$ cat src/hdl/tdpf_pkg.sv
// ----------------------------------------------------------------------------
// Trial division prime factor: shared package
// Holds the sequencer state type used by the top level.
// ----------------------------------------------------------------------------
package tdpf_pkg;

	typedef enum logic [2:0] {
		ST_IDLE,
		ST_FIRST,
		ST_TEST,
		ST_DIV,
		ST_CHECK
	} tdpf_state_t;

endpackage

$ cat src/hdl/trial_division_prime_factor_top.sv
// ----------------------------------------------------------------------------
// Trial division prime factor: top level
// Decides by trial division whether a number is prime and reports its
// smallest factor above one and the matching cofactor.
// ----------------------------------------------------------------------------
//
//  Channel   Signals                                  Handshake
//  --------  ---------------------------------------  ------------------------
//  request   start, number                            taken when start & !busy
//  result    done, is_prime, smallest_factor,         done high for one cycle
//            cofactor
//
// A number below two or an even number is answered from the first state
// without the divider. An odd number tries odd divisors from three upward,
// each costing one square compare, NUMBER_BITS restoring divide steps and
// one remainder check, and one more square compare when it turns out prime.
// The single shift-subtract divider serves every odd divisor tried.
// Reset returns the sequencer to idle and clears the result strobe.
// The receiver cannot stall: each result is shown for exactly one cycle,
// and the next request may be taken in that same cycle.
module trial_division_prime_factor_top #(
	parameter int NUMBER_BITS = 10
) (
	input  logic                   clk,
	input  logic                   arst_n,
	input  logic                   start,
	output logic                   busy,
	input  logic [NUMBER_BITS-1:0] number,
	output logic                   done,
	output logic                   is_prime,
	output logic [NUMBER_BITS-1:0] smallest_factor,
	output logic [NUMBER_BITS-1:0] cofactor
);
	import tdpf_pkg::*;

	localparam int NB    = NUMBER_BITS;
	// The running square never exceeds 2^(NB+2) before the loop stops.
	localparam int SQ_W  = NB + 2;
	localparam int CNT_W = $clog2(NB);

	tdpf_state_t state_q, state_d;

	// Number under test, current odd divisor and its square.
	logic [NB-1:0]    num_q;
	logic [NB-1:0]    div_q;
	logic [SQ_W-1:0]  sq_q;

	// Restoring divider: partial remainder, dividend/quotient shift register
	// and the step counter.
	logic [NB-1:0]    rem_q;
	logic [NB-1:0]    quo_q;
	logic [CNT_W-1:0] cnt_q;

	logic [NB+1:0]    trial_diff;
	logic             trial_borrow;
	logic [NB-1:0]    rem_step;
	logic [NB-1:0]    quo_step;

	// Controls from the output decoder.
	logic             emit;
	logic             emit_prime;
	logic [NB-1:0]    emit_factor;
	logic [NB-1:0]    emit_cofactor;
	logic             init_odd;
	logic             load_div;
	logic             step_div;
	logic             next_divisor;

	logic             num_small;
	logic             sq_over;

	assign num_small = (num_q < NB'(2));
	assign sq_over   = (sq_q > {2'b00, num_q});

	// One divide step: shift the next dividend bit into the remainder and
	// subtract the divisor if it fits.
	assign trial_diff   = {1'b0, rem_q, quo_q[NB-1]} - {2'b00, div_q};
	assign trial_borrow = trial_diff[NB+1];
	assign rem_step     = trial_borrow ? {rem_q[NB-2:0], quo_q[NB-1]} : trial_diff[NB-1:0];
	assign quo_step     = {quo_q[NB-2:0], ~trial_borrow};

	// Next-state logic.
	always_comb begin
		state_d = state_q;
		unique case (state_q)
			ST_IDLE: begin
				if (start) state_d = ST_FIRST;
			end
			ST_FIRST: begin
				if (num_small || !num_q[0]) state_d = ST_IDLE;
				else                        state_d = ST_TEST;
			end
			ST_TEST: begin
				if (sq_over) state_d = ST_IDLE;
				else         state_d = ST_DIV;
			end
			ST_DIV: begin
				if (cnt_q == '0) state_d = ST_CHECK;
			end
			ST_CHECK: begin
				if (rem_q == '0) state_d = ST_IDLE;
				else             state_d = ST_TEST;
			end
			default: state_d = ST_IDLE;
		endcase
	end

	// Output and datapath control decoding.
	always_comb begin
		emit          = 1'b0;
		emit_prime    = 1'b0;
		emit_factor   = '0;
		emit_cofactor = '0;
		init_odd      = 1'b0;
		load_div      = 1'b0;
		step_div      = 1'b0;
		next_divisor  = 1'b0;
		unique case (state_q)
			ST_IDLE: ;
			ST_FIRST: begin
				if (num_small) begin
					// Zero and one are not prime and have no factor.
					emit = 1'b1;
				end else if (!num_q[0]) begin
					// Even: two divides it; two itself is the only even prime.
					emit          = 1'b1;
					emit_prime    = (num_q == NB'(2));
					emit_factor   = NB'(2);
					emit_cofactor = num_q >> 1;
				end else begin
					init_odd = 1'b1;
				end
			end
			ST_TEST: begin
				if (sq_over) begin
					// No divisor up to the square root: prime.
					emit          = 1'b1;
					emit_prime    = 1'b1;
					emit_factor   = num_q;
					emit_cofactor = NB'(1);
				end else begin
					load_div = 1'b1;
				end
			end
			ST_DIV: begin
				step_div = 1'b1;
			end
			ST_CHECK: begin
				if (rem_q == '0) begin
					emit          = 1'b1;
					emit_factor   = div_q;
					emit_cofactor = quo_q;
				end else begin
					next_divisor = 1'b1;
				end
			end
			default: ;
		endcase
	end

	always_ff @(posedge clk or negedge arst_n) begin
		if (!arst_n) begin
			state_q <= ST_IDLE;
			done    <= 1'b0;
		end else begin
			state_q <= state_d;
			done    <= emit;
		end
	end

	always_ff @(posedge clk) begin
		if (state_q == ST_IDLE && start) num_q <= number;
		if (init_odd) begin
			div_q <= NB'(3);
			sq_q  <= SQ_W'(9);
		end else if (next_divisor) begin
			// (d + 2)^2 = d^2 + 4d + 4
			div_q <= div_q + NB'(2);
			sq_q  <= sq_q + {div_q, 2'b00} + SQ_W'(4);
		end
		if (load_div) begin
			rem_q <= '0;
			quo_q <= num_q;
			cnt_q <= CNT_W'(NB - 1);
		end else if (step_div) begin
			rem_q <= rem_step;
			quo_q <= quo_step;
			cnt_q <= cnt_q - CNT_W'(1);
		end
		if (emit) begin
			is_prime        <= emit_prime;
			smallest_factor <= emit_factor;
			cofactor        <= emit_cofactor;
		end
	end

	assign busy = (state_q != ST_IDLE);

endmodule

$ cat config.mk
export PLATFORM = sky130hd
export DESIGN_NAME = trial_division_prime_factor_top
export DESIGN_NICKNAME = d
export VERILOG_FILES = /design/src/hdl/tdpf_pkg.sv /design/src/hdl/trial_division_prime_factor_top.sv
export SDC_FILE = /design/constraint.sdc
export NUM_CORES = 1
export LEC_CHECK = 0
export BUFFER_PORTS_ARGS = -buffer_cell sky130_fd_sc_hd__buf_2
export CORE_MARGIN = 3
export CORE_UTILIZATION = 45
export CTS_BUF_LIST = sky130_fd_sc_hd__clkbuf_8
export CTS_CLUSTER_DIAMETER = 30
export DETAILED_ROUTE_END_ITERATION = 10
export PLACE_DENSITY = 0.6
export SETUP_SLACK_MARGIN = 0.4
export SYNTH_ARGS = -nofsm -noshare
export SYNTH_HDL_FRONTEND = slang
export SYNTH_SLANG_ARGS = --single-unit
export TNS_END_PERCENT = 20
$ cat constraint.sdc
create_clock -name clk -period 4.3 [get_ports clk]
set_clock_uncertainty 0.2 [all_clocks]
set_input_delay 0.215 -clock clk [delete_from_list [all_inputs] [get_ports clk]]
set_output_delay 0.215 -clock clk [all_outputs]
set_load 0.05 [all_outputs]
==> metrics.cfg, run 1 <==
[outcome]
outcome=finished clean

[cts]
tritoncts_num_sinks=77
cts_setup_buffers=0
clk_latency_ns=0.35
post_cts_resized=0
numCtsBuffers=9
cts_buffer_depth=2
path_clk_slew_ns=0.08
htreeDepth=3
cts_tree=yes
cts_root_buffer=clkbuf_8

[layout]
layout.nets=491
fill_cells=772
layout_commonest_cell=edfxtp_1
area_growth_pct=15.3
n_antenna_cell=0
finalNonFillerCells=556
multi_input_area_um2=2020
regArea_um2=1970
final_cell_mix=edfxtp_1 (41), buf_2 (35), ha_1 (33)
drive_above_1_share_pct=13.8

[synthesis]
avgSynthCellArea_um2=10.6
netlist_instances=391
syn_nets=439
syn_area_um2=4130
synthFlopType=edfxtp_1
synth_top_area_share_pct=29.8
yosys_warnings=0
async_flop_share_pct=5.19
yosysSeqAreaShare_pct=47.7
synth_top_cell_by_area=edfxtp_1
synth_area_leaders=edfxtp_1 (30%), dfxtp_1 (16%), ha_1 (10%)
synth_edf_count=41
ys_types=60
yosys_register_bits=77

[route]
wire_per_inst_um=17.8
drt-total-wl_um=9880
viasPerCell=5.76
vias=3203
drc_errors=0
drtPass1Iterations=5
ant_nets=0
drt_iter0_drc=188

[timing]
fmax_mhz=308
period_needed_ns=3.25
fin_setup_tns_ns=0
setup_viol=0
slew_violations=0
hold_violations=0
final.period_utilization_pct=75.6
fin_ws_ns=1.05
rsz0062_at_grt=false
worst_slew_pin_slew_ns=1.09
slew_headroom_pct=27.4

[critical_path]
slowest_stage=o21bai_1
critical_path_class=flop to flop
worst-path-buf-inv=1
crit_fanout=12
cp_top_family=compound AO/OA/AOI/OAI gates
startpoint_type=flop
arrival_ns=3.27
path_cells=inv_1 -> ha_1 -> o21ai_0 -> o21ai_0 -> o21ai_0 -> o21bai_1 -> mux2i_1 -> o22ai_1
slowest_delay_ns=0.93
crit_top_cell=o21ai_0
required_ns=4.32
end_kind=flop

[die]
start_util_pct=46.9
coreArea_um2=8810
die_area_um2=10400
pin_count=36
fp.dieW_um=102
rows=34
die_h_um=102

[grt]
grt_pass1_vias=3047
grt_max_degree=23
grt-ovfl-total=0
grt_pass1_wl_um=15900
track_usage_pct=19.9
grt_antenna_before_repair=0

[placement]
pre_cts_ws_ns=1.11
gp_congestion=0.849
port_buffers=35
dp_hpwl_um=7310
placed_cells=528

[power_and_ir_drop]
p_leak_nw=2.01
ir_worst_vdd_uv=251
p_per_area_nw_per_um2=747

[job]
drv_cap=0

[hold_path]
hold_class=flop to flop

report_power, final:
part           internal (mW)  switching, mW  leakage [nW]
combinational          0.607           1.06          1.20
sequential              1.09          0.191         0.700
clock                  0.329          0.278         0.107
metal layers:
layer  global-route usage (%)  up-vias  wire, µm
li1                         -     1553         -
met1                     29.1     1561      4790
met2                     30.7       82      4640
met3                     4.30        7       394
met4                     3.73        0        52
met5                        0        -         0
cell usage after synthesis, drive strengths merged (2+ instances only):
cell / instances
edfxtp: 41
ha: 33
o21ai: 33
dfxtp: 32
nand2: 32
nor2: 31
inv: 26
xnor2: 18
a21oi: 16
a22o: 16
mux2i: 9
nor4: 7
o22ai: 7
clkbuf: 6
nand3: 6
nor3: 6
or3: 6
a211oi: 5
a21o: 5
dfrtp: 4
nand4: 4
o21bai: 4
buf: 3
mux2: 3
nand2b: 3
a221o: 2
a2bb2oi: 2
and3b: 2
fa: 2
nor3b: 2
nor4b: 2
xor2: 2
layout make-up:
type,count,area share [%]
Clock buffer,9,2.60
Clock inverter,7,2.05
Inverter,26,2.05
Multi-Input combinational cell,279,42.4
Sequential cell,77,41.4
Tap cell,108,2.84
Timing Repair Buffer,50,6.67
path summary, 6_finish.rpt:
path	from	endpoint	cells after the start	slack (ns)
max in group asynchronous	arst_n	done	3	3.16
max	div_q[3]	rem_q[1]	8	1.05
min	rem_q[9]	rem_q[9]	2	0.30
min in group asynchronous	arst_n	state_q[2]	3	0.56
min reg2reg	rem_q[9]	rem_q[9]	2	0.30
max reg2reg	div_q[3]	rem_q[1]	8	1.05
sequential cells by signal, summed over array words and instances, names as in the netlist:
| signal | count |
|---|---|
| is_prime | 1 |
| cofactor | 10 |
| sq_q | 9 |
| rem_q | 10 |
| done | 1 |
| quo_q | 10 |
| cnt_q | 4 |
| state_q | 3 |
| num_q | 10 |
| div_q | 9 |
| smallest_factor | 10 |
metrics by stage:
step	util, %	power [mW]	instance area, µm²	hold WS (ns)
floorplan	-	2.55	4130	-0.281
global placement	50.2	2.91	4420	-0.178
detailed placement	50.2	2.95	4420	-0.178
CTS	54.1	3.57	4760	0.294
global route	54.1	3.81	4760	0.305
finish	54.1	3.56	4760	0.295
kinds of logic (layout without fill, tap and decap cells):
kind of cell	after synthesis	in the layout	synth area share [%]
simple gates	110	110	13.9
fa+ha+maj	35	35	11.0
compound gates	102	102	16.7
flops	77	77	47.7
mux	12	12	3.09
xor+xnor	20	20	4.24
buf+inv	35	92	3.42
tightest hold or removal path: stages, from the launching register on:
cell and delay, ns:
dfxtp_1 0.34, inv_1 0.06, o22ai_1 0.06
repair_timing:
action,CTS,global route
hold buffers,12,0
hold endpoints to repair,14,0
setup endpoints to repair,0,0
(Power assumes the default switching activity.)
==> run 2, diff against run 1 <==
- ABC_AREA: not set -> 1
- clock period: 4.3 -> 3.3 ns (I/O delays scaled with it)
==> run 2 against run 1 <==
Effect of this change:
- flip-flop and latch count unchanged
- cell area is 6.9% higher
- register-to-register slack got worse by 0.33 ns
- sequential share of layout area shrank 2.7 points
- highest routed layer unchanged
- hold slack gained 0.00067 ns
- critical endpoint is now quo_q[2]
- critical path depth rose by 2
- maximum frequency is 26% higher
- via count rose by 12%
==> metrics.cfg, run 2 <==
[critical_path]
critical_path_class=flop to flop
reg2reg_slack_ns=0.72  ; -0.33 ns
startpoint_type=flop
crit_fanout=37  ; +25
crit_top_cell=nand2_1
slowest_stage=nand2_1
end_kind=flop
required_ns=3.11  ; -1.21 ns
arrival_ns=2.39  ; -0.88 ns
path_cells=inv_1 -> ha_1 -> nand2_1 -> nor2_1 -> nand2_1 -> nor2_1 -> nand2_1 -> nand2_2 -> nand2_4 -> nand2_1
slowest_delay_ns=0.44  ; -0.49 ns

[synthesis]
synth_edf_count=41  ; unchanged
synth.most_common_cell=nand2_1
synth_top_area_share_pct=27.6  ; -2.2 points
syn_nets=587  ; +34%
avgSynthCellArea_um2=8.29  ; -22%
syn_area_um2=4470  ; +8.1%
async_flop_share_pct=5.19  ; unchanged
netlist_instances=539  ; +38%
ys_types=40  ; -33%
synth_area_leaders=edfxtp_1 (28%), dfxtp_1 (14%), nand2_1 (12%)
synthFlopType=edfxtp_1
synth_top_cell_by_area=edfxtp_1
yosys_warnings=0  ; unchanged
yosys_register_bits=77  ; unchanged
yosysSeqAreaShare_pct=44.1  ; -3.6 points
synth_common_cells=nand2_1 (139), inv_1 (62), nand3_1 (52)

[route]
wl_met3_um=417  ; +5.8%
wl_met2_um=4870  ; +4.9%
drtPass1Iterations=5  ; unchanged
drc_errors=0  ; unchanged
wl_met1_um=4800  ; +0.23%
highest_layer=met4
drt-total-wl_um=10300  ; +3.8%
vias=3601  ; +12%
viasPerCell=4.98  ; -14%
ant_nets=0  ; unchanged
wire_per_inst_um=14.2  ; -20%
drt_iter0_drc=175  ; -6.9%

[timing]
period_needed_ns=2.58  ; -0.674 ns
slew_violations=0  ; unchanged
worst_slew_pin_slew_ns=0.593  ; -0.494 ns
fin_setup_tns_ns=0  ; unchanged
fmax_mhz=388  ; +26%
setup_viol=0  ; unchanged
slew_headroom_pct=60.4  ; +33 points
fin_ws_ns=0.723  ; -0.326 ns
final.period_utilization_pct=78.1  ; +2.5 points
hold_violations=0  ; unchanged
rsz0062_at_grt=false
holdWs_ns=0.296  ; +0.000675 ns

[layout]
n_antenna_cell=0  ; unchanged
drive_above_1_share_pct=13.6  ; -0.20 points
finalNonFillerCells=723  ; +30%
layout.nets=637  ; +30%
final_cell_mix=nand2_1 (139), inv_1 (63), nand3_1 (52)
layout_commonest_cell=nand2_1
area_growth_pct=14.0

[grt]
grt_antenna_before_repair=0  ; unchanged
track_usage_pct=19.5  ; -0.37 points
grt_pass1_wl_um=17000  ; +7.0%
grt-ovfl-total=0  ; unchanged
grt_pass1_vias=3429  ; +13%
grt_max_degree=38  ; +65%

[die]
start_util_pct=47.2  ; +0.29 points
die_area_um2=11200  ; +7.6%
coreArea_um2=9460  ; +7.4%
pin_count=36  ; unchanged
rows=35  ; +2.9%
die_h_um=106  ; +3.7%
fp.dieW_um=106  ; +3.7%

[power_and_ir_drop]
ir_worst_vdd_uv=385  ; +53%
p_leak_nw=2.37  ; +18%
power.total_mw=5.18  ; +46%
p_per_area_nw_per_um2=1020  ; +36%

[cts]
post_cts_resized=0  ; unchanged
clk_latency_ns=0.36  ; about the same
cts_tree=yes
cts_setup_buffers=0  ; unchanged
tritoncts_num_sinks=77  ; unchanged
htreeDepth=3  ; unchanged
numCtsBuffers=9  ; unchanged
cts_hold_buf=13  ; +1
cts_buffer_depth=2  ; unchanged
path_clk_slew_ns=0.08  ; about the same
cts_root_buffer=clkbuf_8

[placement]
gp_congestion=0.881  ; +3.7%
pre_cts_ws_ns=0.730  ; -0.383 ns
dp_hpwl_um=7700  ; +5.4%
port_buffers=35  ; unchanged
placed_cells=694  ; +31%

[hold_path]
hold_class=flop to flop

[outcome]
outcome=finished clean

[job]
drv_cap=0  ; unchanged

==> run 2: cell count changes in the layout (fill, tap and decap cells not counted), sizes merged, moves of 7 or more <==
| cell | before | now |
|---|---|---|
| mux2i | 9 | 0 |
| nand3 | 6 | 53 |
| o22ai | 7 | 0 |
| a22o | 16 | 0 |
| a21oi | 16 | 24 |
| xnor2 | 18 | 8 |
| nor2 | 31 | 52 |
| nand2 | 32 | 142 |
| inv | 27 | 67 |
==> run 2: area by class of cell <==
cell class / instances / area [µm²]
multi-input cells: 384 / 2150
fillers: 930 / 4370
clock inverters: 7 / 90.1
flip-flops and latches: 77 / 1970
clock buffers: 9 / 124
repair buffers: 52 / 348
inverters: 65 / 244
well taps: 129 / 161
==> run 2: kinds of logic (layout without fill, tap and decap cells) <==
logic type	after synthesis	count (layout)	synth area share (%)
compound gates	71	71	9.50
xor+xnor	15	15	2.94
fa+ha+maj	35	35	10.1
buf+inv	78	133	7.62
flops	77	77	44.1
simple gates	263	263	25.7
==> run 2: power by group <==
group          switching, mW  total (mW)  internal (mW)
registers              0.232        1.71           1.48
logic                   1.86        2.69          0.825
clock network          0.354       0.777          0.422
==> run 2: path summary, 6_finish.rpt <==
check,from,endpoint,cells after the start
max in group asynchronous,arst_n,done,3
min reg2reg,div_q[1],div_q[1],2
min,div_q[1],div_q[1],2
max,num_q[7],quo_q[2],10
min in group asynchronous,arst_n,state_q[2],3
max reg2reg,num_q[7],quo_q[2],10
==> run 2: worst max-delay path, delay by kind of cell (launching register included) <==
kind	cells	cell delay, ns
adders and majority gates	1	0.30
buffers and inverters	1	0.09
DFF	1	0.37
and+or+nand+nor	8	1.25
==> run 2: per-layer routing <==
metal | GRT usage, % | vias up
met2 | 32.4 | 73
li1 | - | 1884
met4 | 5.92 | 0
met1 | 25.8 | 1630
met3 | 3.92 | 14
met5 | 0 | -
==> run 2: through the flow <==
stage	utilization (%)	area [µm²]
6_report	53.8	5090
5_1_grt	53.8	5090
4_1_cts	53.8	5090
3_5_place_dp	50.2	4750
3_3_place_gp	50.2	4750
2_1_floorplan	-	4470
==> run 3, diff against run 2 <==
- ABC_AREA: 1 -> 0
- PLACE_DENSITY: 0.6 -> 0.62
- clock period: 3.3 -> 2.1 ns (I/O delays scaled with it)
==> run 3 against run 2 <==
Effect of this change:
- the run now ends with setup timing left
- sequential power up 47%
- utilization is 11 points higher
- hold slack got worse by 0.18 ns
- worst setup slack worse by 1.2 ns
- global-route usage is 2.1 points higher
- routed wire length is 5.1% higher
- cell area rose by 11%
- largest cell class unchanged
==> metrics.cfg, run 3 (same netlist as run 1, synthesis figures left out) <==
[timing]
worst_slew_pin_slew_ns=0.377  ; -0.216 ns
fmax_mhz=390  ; +0.47%
slew_headroom_pct=74.5  ; +14 points
fin_ws_ns=-0.465  ; -1.19 ns
slew_violations=0  ; unchanged
rsz0062_at_grt=true
hold_violations=0  ; unchanged
setup_viol=73  ; +73
final.period_utilization_pct=122  ; +44 points
period_needed_ns=2.57  ; -0.0120 ns

[critical_path]
end_kind=flop
critical_path_class=flop to flop
r2r_end=quo_q[2]
arrival_ns=2.47  ; +0.08 ns
crit_fanout=5  ; -86%
timing.rr.start=num_q[9]
slowest_stage=a2111o_1
path_cells=inv_2 -> ha_4 -> a2111o_1 -> nor4b_4 -> nor2_2 -> or2_4 -> mux2_4
startpoint_type=flop
slowest_delay_ns=0.44  ; about the same
cp_top_family=simple AND/OR/NAND/NOR gates
required_ns=2.00  ; -1.11 ns
worst-path-buf-inv=1  ; unchanged
reg2reg_slack_ns=-0.47  ; -1.19 ns
reg2regPathDepth=7  ; -3

[grt]
grt_max_degree=23  ; -39%
grt_pass1_wl_um=17300  ; +1.9%
grt-ovfl-total=0  ; unchanged
grt_antenna_before_repair=0  ; unchanged
grt_pass1_vias=3534  ; +3.1%
track_usage_pct=21.6  ; +2.1 points

[power_and_ir_drop]
combPwrFrac_pct=57.4  ; +5.5 points
ir_worst_vdd_uv=911  ; +140%
p_switching_mw=3.50  ; +43%
p_per_area_nw_per_um2=1490  ; +47%
power.total_mw=8.47  ; +63%
internal_power_mw=4.97  ; +82%
p_leak_nw=2.51  ; +6.3%
switching_share_pct=41.3  ; -6.0 points
p_clk_share_pct=12.9  ; -2.1 points
power.share.sequential_pct=29.7  ; -3.4 points

[placement]
gp_congestion=0.826  ; -6.2%
port_buffers=35  ; unchanged
placed_cells=614  ; -12%
dp_hpwl_um=8070  ; +4.8%

[route]
ant_nets=0  ; unchanged
drt-total-wl_um=10800  ; +5.1%
drc_errors=0  ; unchanged
vias=3561  ; -1.1%
drtPass1Iterations=4  ; -1
drt_iter0_drc=136  ; -22%
viasPerCell=5.50  ; +10%
wire_per_inst_um=16.6  ; +17%

[hold_path]
holdPathEnd=num_q[6]
min_from=start
hold_path_depth=3  ; +1
hold_class=input pin to flop

[layout]
n_antenna_cell=0  ; unchanged
drive_above_1_share_pct=35.2  ; +22 points
final_cell_mix=buf_4 (86), edfxtp_1 (41), buf_2 (35)
layout.nets=583  ; -8.5%
fill_cells=724  ; -22%
area_growth_pct=37.1
finalNonFillerCells=648  ; -10%
layout_commonest_cell=buf_4

[cts]
cts_root_buffer=clkbuf_8
clk_latency_ns=0.36  ; about the same
tritoncts_num_sinks=77  ; unchanged
htreeDepth=3  ; unchanged
cts_buffer_depth=2  ; unchanged
numCtsBuffers=9  ; unchanged
cts_tree=yes
path_clk_slew_ns=0.09  ; about the same

[die]
pin_count=36  ; unchanged
coreArea_um2=8810  ; -6.9%
rows=34  ; -2.9%
start_util_pct=46.9  ; -0.29 points
die_area_um2=10400  ; -7.1%
fp.dieW_um=102  ; -3.6%
die_h_um=102  ; -3.6%

[outcome]
violations=setup timing
outcome=complete, but fails checks

[job]
drv_cap=0  ; unchanged

## run 3: cell types whose count changed in the layout (fill, tap and decap cells not counted), moves of 10 or more
cell | previous run | this run
nand2_1 | 139 | 32
buf_4 | 3 | 86
nand3_1 | 52 | 6
inv_1 | 63 | 26
nor2_1 | 48 | 28
a22o_1 | 0 | 16
a21oi_1 | 23 | 13
xnor2_1 | 8 | 18
## run 3: worst min-delay path, stage by stage
cell	delay [ns]
buf_2	0.07
and3_1	0.13
buf_4	0.21
## run 3: power by group through the flow
stage	sequential [mW]	combinational, mW	clock (mW)
final	2.52	4.86	1.09
after global routing	2.56	5.30	1.15
after CTS	2.50	4.75	1.11
after detailed placement	2.52	4.40	0
after global placement	2.51	4.31	0
after floorplan	2.97	2.25	0
## run 3: metrics by stage
| step | hold WS (ns) | instance area, µm² | util [%] | worst slack (ns) | TNS [ns] |
|---|---|---|---|---|---|
| after floorplan | -0.391 | 4130 | - | -0.565 | -23.96 |
| after global placement | -0.283 | 5090 | 57.8 | -0.550 | -30.95 |
| after detailed placement | -0.283 | 5090 | 57.8 | -0.528 | -32.97 |
| after CTS | 0.106 | 5600 | 63.6 | -0.453 | -25.06 |
| after global routing | 0.117 | 5670 | 64.4 | -0.561 | -34.65 |
| final | 0.112 | 5670 | 64.4 | -0.465 | -25.79 |
## run 3: routing by layer
layer | routed length, µm | up-vias | track usage (%)
met5 | 0 | - | 0
met1 | 4640 | 1731 | 28.6
met3 | 536 | 14 | 5.05
met4 | 130 | 0 | 4.64
li1 | - | 1741 | -
met2 | 5480 | 75 | 36.5
## run 3: final cells by class
class	instances	area [µm²]	share of cell area, %
repair buffers	142	1060	18.7
inverters	26	97.6	1.72
clock buffers	9	124	2.19
multi-input cells	279	2220	39.1
clock inverters	7	61.3	1.08
well taps	108	135	2.38
flip-flops and latches	77	1970	34.8
## run 3: worst max-delay path by stage
stage | cells past startpoint | from | to
floorplan | 8 | num_q[9] | quo_q[2]
detailed placement | 7 | num_q[9] | quo_q[2]
global placement | 8 | num_q[9] | quo_q[9]
global route | 7 | num_q[9] | smallest_factor[0]
CTS | 7 | num_q[9] | quo_q[2]
finish | 7 | num_q[9] | quo_q[2]
## run 3: repair_timing
item | CTS | global route
endpoints found under the hold margin | 14 | 0
endpoints found under the setup margin | 97 | 98
gates resized for setup | 53 | 15
setup buffers | 6 | 0
pin swaps | 10 | 4
hold buffers | 12 | 0
